==> src/rtl/pfd_pkg.sv <==
package pfd_pkg;

  localparam int DATA_W  = 32;
  localparam int ACC_W   = 48;
  localparam int FRAC_W  = 16;
  localparam int ALPHA_W = 17;

  // Multiplier operand A is one bit wider so unsigned coefficients fit as signed.
  localparam int MUL_W   = DATA_W + 1;
  localparam int PROD_W  = MUL_W + DATA_W;
  localparam int WIDE_W  = (PROD_W > ACC_W + 2) ? PROD_W : ACC_W + 2;

  localparam int CFG_W   = (DATA_W > ALPHA_W) ? DATA_W : ALPHA_W;
  localparam int CFG_A_W = 3;

  localparam int IN_W    = ((2 * DATA_W + 7) / 8) * 8;
  localparam int OUT_W   = ((2 * DATA_W + 7) / 8) * 8;

  typedef enum logic [CFG_A_W-1:0] {
    CFG_PROP_GAIN   = 3'd0,
    CFG_INTEG_GAIN  = 3'd1,
    CFG_DERIV_ALPHA = 3'd2,
    CFG_FILTER_N    = 3'd3,
    CFG_OUT_MAX     = 3'd4,
    CFG_OUT_MIN     = 3'd5,
    CFG_REVERSE_DIR = 3'd6
  } cfg_idx_t;

  typedef logic signed [DATA_W-1:0] data_t;
  typedef logic signed [ACC_W-1:0]  acc_t;
  typedef logic signed [WIDE_W-1:0] wide_t;

  localparam data_t DATA_MAX = {1'b0, {(DATA_W-1){1'b1}}};
  localparam data_t DATA_MIN = {1'b1, {(DATA_W-1){1'b0}}};

  function automatic data_t sat_data(input wide_t v);
    logic [WIDE_W-DATA_W:0] top;
    top = v[WIDE_W-1:DATA_W-1];
    if ((&top) || !(|top)) return v[DATA_W-1:0];
    else if (v[WIDE_W-1])  return DATA_MIN;
    else                   return DATA_MAX;
  endfunction

  function automatic acc_t sat_acc(input wide_t v);
    logic [WIDE_W-ACC_W:0] top;
    top = v[WIDE_W-1:ACC_W-1];
    if ((&top) || !(|top)) return v[ACC_W-1:0];
    else if (v[WIDE_W-1])  return {1'b1, {(ACC_W-1){1'b0}}};
    else                   return {1'b0, {(ACC_W-1){1'b1}}};
  endfunction

endpackage

==> src/rtl/pid_filtered_derivative.sv <==
// PID controller tick engine, Q16.16, derivative on measurement with a
// first-order filter and a saturating integral.
//
// Input stream s_*: one beat per control tick, carrying the measurement and
// the setpoint. Output stream m_*: one beat per tick, the clamped drive and
// the unsigned-direction error. The user writes gains, filter, clamp limits
// and direction via cfg_we/cfg_addr/cfg_data only while idle (not enforced).
//
// Timing: s_tready is high only in the idle state. After an input beat the
// sequencer runs six steps over one shared 33x32 multiplier (filter factor,
// filter output, alpha, proportional, integral, output), and m_tvalid rises
// when the output step stores the result. It makes four passes through the
// multiplier, with the subtract and sum steps between them, and takes no new
// beat until it is back in idle.
//
// The result sits in an output register; the next beat is taken while it
// waits. If the receiver still holds the previous result when the next one
// is done, the sequencer waits in its last step until m_tready.
//
// Reset (rst, synchronous) clears the filter and integral history, loads the
// register defaults and drops m_tvalid.
module pid_filtered_derivative (
  input  logic                          clk,
  input  logic                          rst,
  input  logic                          s_tvalid,
  output logic                          s_tready,
  input  logic [pfd_pkg::IN_W-1:0]      s_tdata,   // measured_val, target_val
  output logic                          m_tvalid,
  input  logic                          m_tready,
  output logic [pfd_pkg::OUT_W-1:0]     m_tdata,   // drive_out, raw_error
  input  logic                          cfg_we,
  input  logic [pfd_pkg::CFG_A_W-1:0]   cfg_addr,
  input  logic [pfd_pkg::CFG_W-1:0]     cfg_data
);
  import pfd_pkg::*;

  typedef enum logic [2:0] {
    ST_IDLE, ST_NDM, ST_INNER, ST_DER, ST_PROP, ST_INT, ST_OUT
  } state_t;

  state_t state;

  // configuration
  data_t               prop_gain, integral_gain, out_max, out_min;
  logic [ALPHA_W-1:0]  deriv_alpha;
  logic [DATA_W-2:0]   filter_n;
  logic                reverse_dir;

  // history
  data_t prev_measured, prev_deriv;
  acc_t  integ_acc;

  // per-tick work registers
  data_t meas, dm, err, raw_err, inner, deriv, pterm;
  data_t drive_r, raw_r;
  logic signed [PROD_W-1:0] prod;

  logic signed [MUL_W-1:0]  mul_a;
  data_t                    mul_b;
  logic signed [PROD_W-1:0] mul_p;
  wide_t                    prod_q;

  data_t in_m, in_t;
  wide_t diff, dmeas, total;
  data_t in_raw, in_err, in_dm;
  logic  out_free;

  assign in_m   = s_tdata[DATA_W-1:0];
  assign in_t   = s_tdata[2*DATA_W-1:DATA_W];
  assign diff   = WIDE_W'(in_t) - WIDE_W'(in_m);
  assign dmeas  = WIDE_W'(in_m) - WIDE_W'(prev_measured);
  assign in_raw = sat_data(diff);
  assign in_err = sat_data(reverse_dir ? -diff : diff);
  assign in_dm  = sat_data(dmeas);

  assign s_tready = (state == ST_IDLE);
  assign out_free = !m_tvalid || m_tready;
  assign m_tdata  = OUT_W'({raw_r, drive_r});

  always_comb begin
    unique case (state)
      ST_NDM:  begin mul_a = signed'(MUL_W'(filter_n));    mul_b = dm;    end
      ST_DER:  begin mul_a = signed'(MUL_W'(deriv_alpha)); mul_b = inner; end
      ST_PROP: begin mul_a = MUL_W'(prop_gain);            mul_b = err;   end
      ST_INT:  begin mul_a = MUL_W'(integral_gain);        mul_b = err;   end
      default: begin mul_a = '0;                           mul_b = err;   end
    endcase
  end

  assign mul_p  = mul_a * mul_b;
  // floor(product / 2^16)
  assign prod_q = WIDE_W'(prod) >>> FRAC_W;
  assign total  = WIDE_W'(deriv) + WIDE_W'(pterm) + WIDE_W'(integ_acc);

  always_ff @(posedge clk) begin
    if (rst) begin
      state         <= ST_IDLE;
      m_tvalid      <= 1'b0;
      prop_gain     <= '0;
      integral_gain <= '0;
      deriv_alpha   <= '0;
      filter_n      <= (DATA_W-1)'(65536);
      out_max       <= DATA_MAX;
      out_min       <= DATA_MIN;
      reverse_dir   <= 1'b0;
      prev_measured <= '0;
      prev_deriv    <= '0;
      integ_acc     <= '0;
    end else begin
      if (cfg_we) begin
        unique case (cfg_addr)
          CFG_PROP_GAIN:   prop_gain     <= cfg_data[DATA_W-1:0];
          CFG_INTEG_GAIN:  integral_gain <= cfg_data[DATA_W-1:0];
          CFG_DERIV_ALPHA: deriv_alpha   <= cfg_data[ALPHA_W-1:0];
          CFG_FILTER_N:    filter_n      <= cfg_data[DATA_W-2:0];
          CFG_OUT_MAX:     out_max       <= cfg_data[DATA_W-1:0];
          CFG_OUT_MIN:     out_min       <= cfg_data[DATA_W-1:0];
          CFG_REVERSE_DIR: reverse_dir   <= cfg_data[0];
          default: ;
        endcase
      end

      // in the last step a departing beat is replaced by the new result
      if (m_tvalid && m_tready && state != ST_OUT) m_tvalid <= 1'b0;

      // hold the last product while waiting on the receiver
      if (state != ST_OUT) prod <= mul_p;

      unique case (state)
        ST_IDLE: begin
          if (s_tvalid) begin
            meas    <= in_m;
            dm      <= in_dm;
            err     <= in_err;
            raw_err <= in_raw;
            state   <= ST_NDM;
          end
        end
        ST_NDM:   state <= ST_INNER;
        ST_INNER: begin
          inner <= sat_data(WIDE_W'(prev_deriv) - WIDE_W'(sat_data(prod_q)));
          state <= ST_DER;
        end
        ST_DER:   state <= ST_PROP;
        ST_PROP: begin
          deriv <= sat_data(prod_q);
          state <= ST_INT;
        end
        ST_INT: begin
          pterm <= sat_data(prod_q);
          state <= ST_OUT;
        end
        ST_OUT: begin
          if (out_free) begin
            if (total > WIDE_W'(out_max))      drive_r <= out_max;
            else if (total < WIDE_W'(out_min)) drive_r <= out_min;
            else                               drive_r <= total[DATA_W-1:0];
            raw_r         <= raw_err;
            integ_acc     <= sat_acc(WIDE_W'(integ_acc) + WIDE_W'(sat_acc(prod_q)));
            prev_deriv    <= deriv;
            prev_measured <= meas;
            m_tvalid      <= 1'b1;
            state         <= ST_IDLE;
          end
        end
        default: state <= ST_IDLE;
      endcase
    end
  end

endmodule

==> config.mk <==
export PLATFORM = sky130hd
export DESIGN_NAME = pid_filtered_derivative
export DESIGN_NICKNAME = d
export VERILOG_FILES = /design/src/rtl/pfd_pkg.sv /design/src/rtl/pid_filtered_derivative.sv
export SDC_FILE = /design/constraint.sdc
export NUM_CORES = 2
export LEC_CHECK = 0
export ABC_AREA = 1
export BUFFER_PORTS_ARGS = -buffer_cell sky130_fd_sc_hd__buf_2
export CORE_MARGIN = 2
export CORE_UTILIZATION = 40
export DETAILED_ROUTE_END_ITERATION = 10
export GPL_TIMING_DRIVEN = 0
export SYNTH_ARGS = -nofsm -noshare
export SYNTH_HDL_FRONTEND = slang
export SYNTH_SLANG_ARGS = --single-unit
==> constraint.sdc <==
create_clock -name clk -period 19.7 [get_ports clk]
set_input_delay 2.955 -clock clk [delete_from_list [all_inputs] [get_ports clk]]
set_output_delay 2.955 -clock clk [all_outputs]
set_load 0.05 [all_outputs]
Word-level counts from Yosys, hierarchy flattened
Cells that the tools add are included.
- register bits: 646
- output and inout bits: 66
- word-level logic and storage cells: 127
- add/subtract/negate cells: 7
- multipliers: 1
- order comparisons: 2
- equality and inequality tests: 15
- multiplexer cells: 30
- bitwise gates (word level): 1
- reductions and logical operators: 49
- operator list (cell ; number):
    32-bit 2-to-1 mux ; 14
    48-bit 2-to-1 mux ; 7
    34-bit AND reduction ; 4
    34-bit OR reduction ; 4
    33-bit one-hot mux with 4 select lines ; 1
    32-bit by 32-bit subtractor with 33-bit output ; 3
    33-bit by 32-bit multiplier with 65-bit output ; 1
    65-bit 2-to-1 mux ; 1
    33-bit negator with 65-bit output ; 1
    32-bit one-hot mux with 2 select lines ; 1
    33-bit by 48-bit adder with 49-bit output ; 1
    48-bit by 48-bit adder with 49-bit output ; 1
    49-bit by 32-bit > comparator with 1-bit output ; 1
    49-bit by 32-bit less-than comparator with 1-bit output ; 1
    18-bit AND reduction ; 2
    18-bit OR reduction ; 2
    32-bit by 32-bit adder with 33-bit output ; 1
    2-bit AND reduction ; 14
    3-bit one-hot mux with 7 select lines ; 1
    3-bit equality test, second input constant ; 6
    3-bit by 2-bit equality test with 1-bit output, second input constant ; 4
    1-bit zero test ; 8
    1-bit logical OR ; 8
    3-bit by 1-bit equality test with 1-bit output, second input constant ; 2
    9 further kinds ; 16

Depth between registers and ports, before layout
- word-level depth: 12
- mapped depth: 40
- depth with buffers taken out: 38

Worst setup path after synthesis
Ideal clock, no wire load.
- kind: input-to-reg
- start point: in rst
- end point: reg dm[0] (enable)
- setup time: 616 ps
- data arrival time: 8996 ps
- data required time: 19084 ps
- setup slack: 10088 ps
- cell stages on the path: 5
- buffers on the path: 2
- cell sequence: clkinv_1 -> clkbuf_1 -> clkbuf_1 -> nand2_1 -> nor2_1
- word-level cells in the longest chain between the ends: 2
- RTL lines (item ; RTL line ; text):
    from (decl) ; pid_filtered_derivative.sv:24 ; input logic rst,
    1-bit inverter (no line) ; -- ;
    3-bit AND reduction (no line) ; -- ;
    to (signal assigned) ; pid_filtered_derivative.sv:133 ; dm <= in_dm;
    to (decl) ; pid_filtered_derivative.sv:54 ; data_t meas, dm, err, raw_err, inner, deriv, pterm;
Every way passes these cells.
A chain may end at the register's enable or synchronous reset.

Worst setup path in the final report
- start point: reg state[2]
- end point: reg prod[62], data pin
- word-level cells in the longest chain between the ends: 3
- RTL lines (item ; RTL line ; text):
    from (decl) ; pid_filtered_derivative.sv:41 ; state_t state;
    from (signal assigned) ; pid_filtered_derivative.sv:97 ; state <= ST_IDLE;
    from (signal assigned) ; pid_filtered_derivative.sv:136 ; state <= ST_NDM;
    from (signal assigned) ; pid_filtered_derivative.sv:139 ; ST_NDM: state <= ST_INNER;
    3-bit equality test, or another cell as far along ; pid_filtered_derivative.sv:81 ; unique case (state)
    33-bit one-hot mux with 4 select lines or 32-bit one-hot mux with 2 select lines (tied branches) ; pid_filtered_derivative.sv:81 ;
    33-bit by 32-bit multiplier with 65-bit output * ; pid_filtered_derivative.sv:90 ; assign mul_p = mul_a * mul_b;
    named net mul_p[62] ; pid_filtered_derivative.sv:60 ; logic signed [PROD_W-1:0] mul_p;
    to (signal assigned) ; pid_filtered_derivative.sv:127 ; if (state != ST_OUT) prod <= mul_p;
    to (decl) ; pid_filtered_derivative.sv:56 ; logic signed [PROD_W-1:0] prod;
Mark *: on every way through the listed nets, which the timed path passes. The rest lies on a longest branch.

==> metrics.txt <==
largest net degree at the start of global routing=39; I/O Buffers=approximately 170; Reg2Reg Depth=32; violated checks=capacitance limit, slew limit; Max clock buf depth=3; Peak supply drop=0.0000613 V; TNS Setup=0 ns; CTS tree=done; CP max stage delay=about 1 ns; antenna violations before repair=10; Syn Inst Count=between 8000 and 9000; H-tree Lvls=3; via count=63800; clock group share of total power=a little under a quarter; first-pass GRT wire length=437000 um; Tot GR Track Use=between 30% and 40%; fin crit period=11.79 ns; Yosys warning count=0; full die area=190000 um2; CP Launch Type=flip-flop; WP data required=20.11 ns; final hold vios=0; most common library cell in the layout ignoring fill and taps=inv_1; clock-pin slew on the worst setup and hold paths=around 0.07 ns; drt total wl=301000 um; Post-route DRC=0; 1st-pass router iterations=8; Initial Util=around two fifths; post-cts sizing count=0; cell mode on critical path=fa_1; reg2reg setup slack=7.91 ns; clock buffer count from CTS=69; post-route ant nets=0; vias in the first global route=between 60000 and 70000; # setup viols final=0; gpl congestion=a little over 1; critical path's slowest cell=fa_1; worst flop-to-flop path endpoint=prod[62]$_DFFE_PP_; Max-cap violations=1; type of the tightest min-delay check=flip-flop to flip-flop; largest registers=prod x49, integ_acc x48; Via density=5.41; syn_area_per_cell=8.33 um2; DR WL/cell=25.5 um; max FFs per register=49; Syn Nets=10700; die width=436 um; synth unique cells=66; Ports=170; RSZ-0062 raised after global routing=false; mapped cell area=74800 um2; worst-skew pair later-pin latency=0.69 ns; relative slew slack=-5.39%; Root Buffer=clkbuf_16; highest-count cells in the layout ignoring fill and taps=inv_1 (1706), nand2_1 (1502), fa_1 (1142); total grt overflow=0; P_leak=38.4 nW; register area share after synthesis=between 20% and 30%; post-CTS setup buffer count=0; Rows=158; Crit. Startpoint=state[2]$_SDFFE_PP0P_; Crit Path Category=flip-flop to flip-flop; Top reg by flops=prod; nets@finish=11000; fraction of layout cells with a size suffix above 1=4.86%; post-synthesis register bit count=630; total internal power=0.00307 W; worst flop-to-flop path startpoint=state[2]$_SDFFE_PP0P_; Tcrit/Tclk final=59.8%; Finished Core Util=44.1%; Slew Limit Fails=10; core area=186000 um2; Switching Fraction=45.8%; Area Overhead vs Synth=9.59%; net switching power=about 0.0026 W; Worst setup EP type=flip-flop; PwrDens=69.1 nW/um2; worst setup path end=prod[62]$_DFFE_PP_; status=complete, but fails checks; CTS Hold Bufs=0; Die H=436 um; Slew @ Worst Pin=1.57 ns; Layout Skew=roughly 0.053 ns; CP Max Fanout=11; Post-synth EDFFs=between 300 and 400; Fmax achieved=84.8 MHz; Combinational Power Share=48.5%; Post-synth ARST share=0%; CTS sink cnt=630; DR iter-0 viols=6166; critical path arrival=12.20 ns; sequential power share=~28%; Primary FF master, synth=edfxtp_1; Post-DP HPWL=250000 um
how the worst min path moves through the flow:
stage,startpoint,to,slack (ns),depth (start not counted)
global placement,raw_err[1]$_DFFE_PP_,raw_r[1]$_DFFE_PP_,0.41,0
CTS,raw_err[13]$_DFFE_PP_,raw_r[13]$_DFFE_PP_,0.41,0
finish,raw_err[13]$_DFFE_PP_,raw_r[13]$_DFFE_PP_,0.41,0
floorplan,raw_err[0]$_DFFE_PP_,raw_r[0]$_DFFE_PP_,0.40,0
global route,raw_err[17]$_DFFE_PP_,raw_r[17]$_DFFE_PP_,0.42,0
detailed placement,raw_err[1]$_DFFE_PP_,raw_r[1]$_DFFE_PP_,0.40,0
layout make-up:
type	count	area (um2)
buffer	318	1260
clock inverter	41	407
clock buffer	87	1860
multi-input combinational	6294	51200
timing repair buffer	207	1570
antenna	7	17.5
sequential	630	16000
fill	18600	104000
inverter	1731	6500
tap	2480	3100
cell families (layout without fill, tap and decap cells):
family                   Yosys count  count (layout)  share of synthesized area [%]
AND/OR/NAND/NOR                 2954            2954                           15.7
buffers and inverters           2049            2384                           10.4
adder cells (fa/ha/maj)         1617            1617                           38.5
AO/OA/AOI/OAI                   1480            1480                           11.2
flip-flops                       630             630                           21.4
XOR/XNOR                         243             243                           2.88
other                              0               7                              0
per-layer routing:
layer | global-route usage, % | share of wire, %
met1 | 43.1 | 42
met2 | 47.7 | 43
met3 | 6.57 | 9.0
met4 | 14.2 | 5.3
met5 | 0 | 0
worst max-delay path: cells and delay by family (launching register included):
family	cells	cell delay (ns)
AOI/OAI and AO/OA	5	1.40
adders and majority gates	9	4.86
buffers and inverters	11	3.82
DFF	1	0.44
and+or+nand+nor	7	0.94
synthesized netlist by cell type, drive strengths merged (48+ instances only):
cell type / n / area share, %
o21a: 59 / 0.59
inv: 1713 / 8.6
nand2: 1526 / 7.7
fa: 1142 / 31
edfxtp: 337 / 14
clkbuf: 278 / 1.4
ha: 475 / 7.9
o21ai: 550 / 3.7
nand3: 136 / 0.95
a21oi: 595 / 4.0
o211ai: 70 / 0.70
nor3: 48 / 0.35
dfxtp: 293 / 7.8
nor2: 1156 / 5.9
xnor2: 85 / 1.0
xor2: 158 / 1.9
power groups by stage:
stage | Combinational, W | Clock (W) | Sequential, W
finish | 0.00275 | 0.00131 | 0.00161
detailed placement | 0.00267 | 0 | 0.00164
floorplan | 0.00161 | 0 | 0.00160
global route | 0.00296 | 0.00137 | 0.00161
global placement | 0.00264 | 0 | 0.00164
CTS | 0.00269 | 0.00133 | 0.00161
through the flow:
stage | hold WS (ns) | setup WS, ns | instance area (um2) | cells | power, W
floorplan | 0.400 | 10.09 | 74800 | 8973 | 0.00322
global placement | 0.407 | 6.16 | 78700 | 11600 | 0.00428
detailed placement | 0.405 | 8.06 | 79700 | 11700 | 0.00431
CTS | 0.414 | 8.04 | 81900 | 11800 | 0.00562
global route | 0.419 | 7.56 | 81900 | 11800 | 0.00595
finish | 0.413 | 7.91 | 81900 | 11800 | 0.00566
Note: power is estimated with default switching activity, not from simulation.
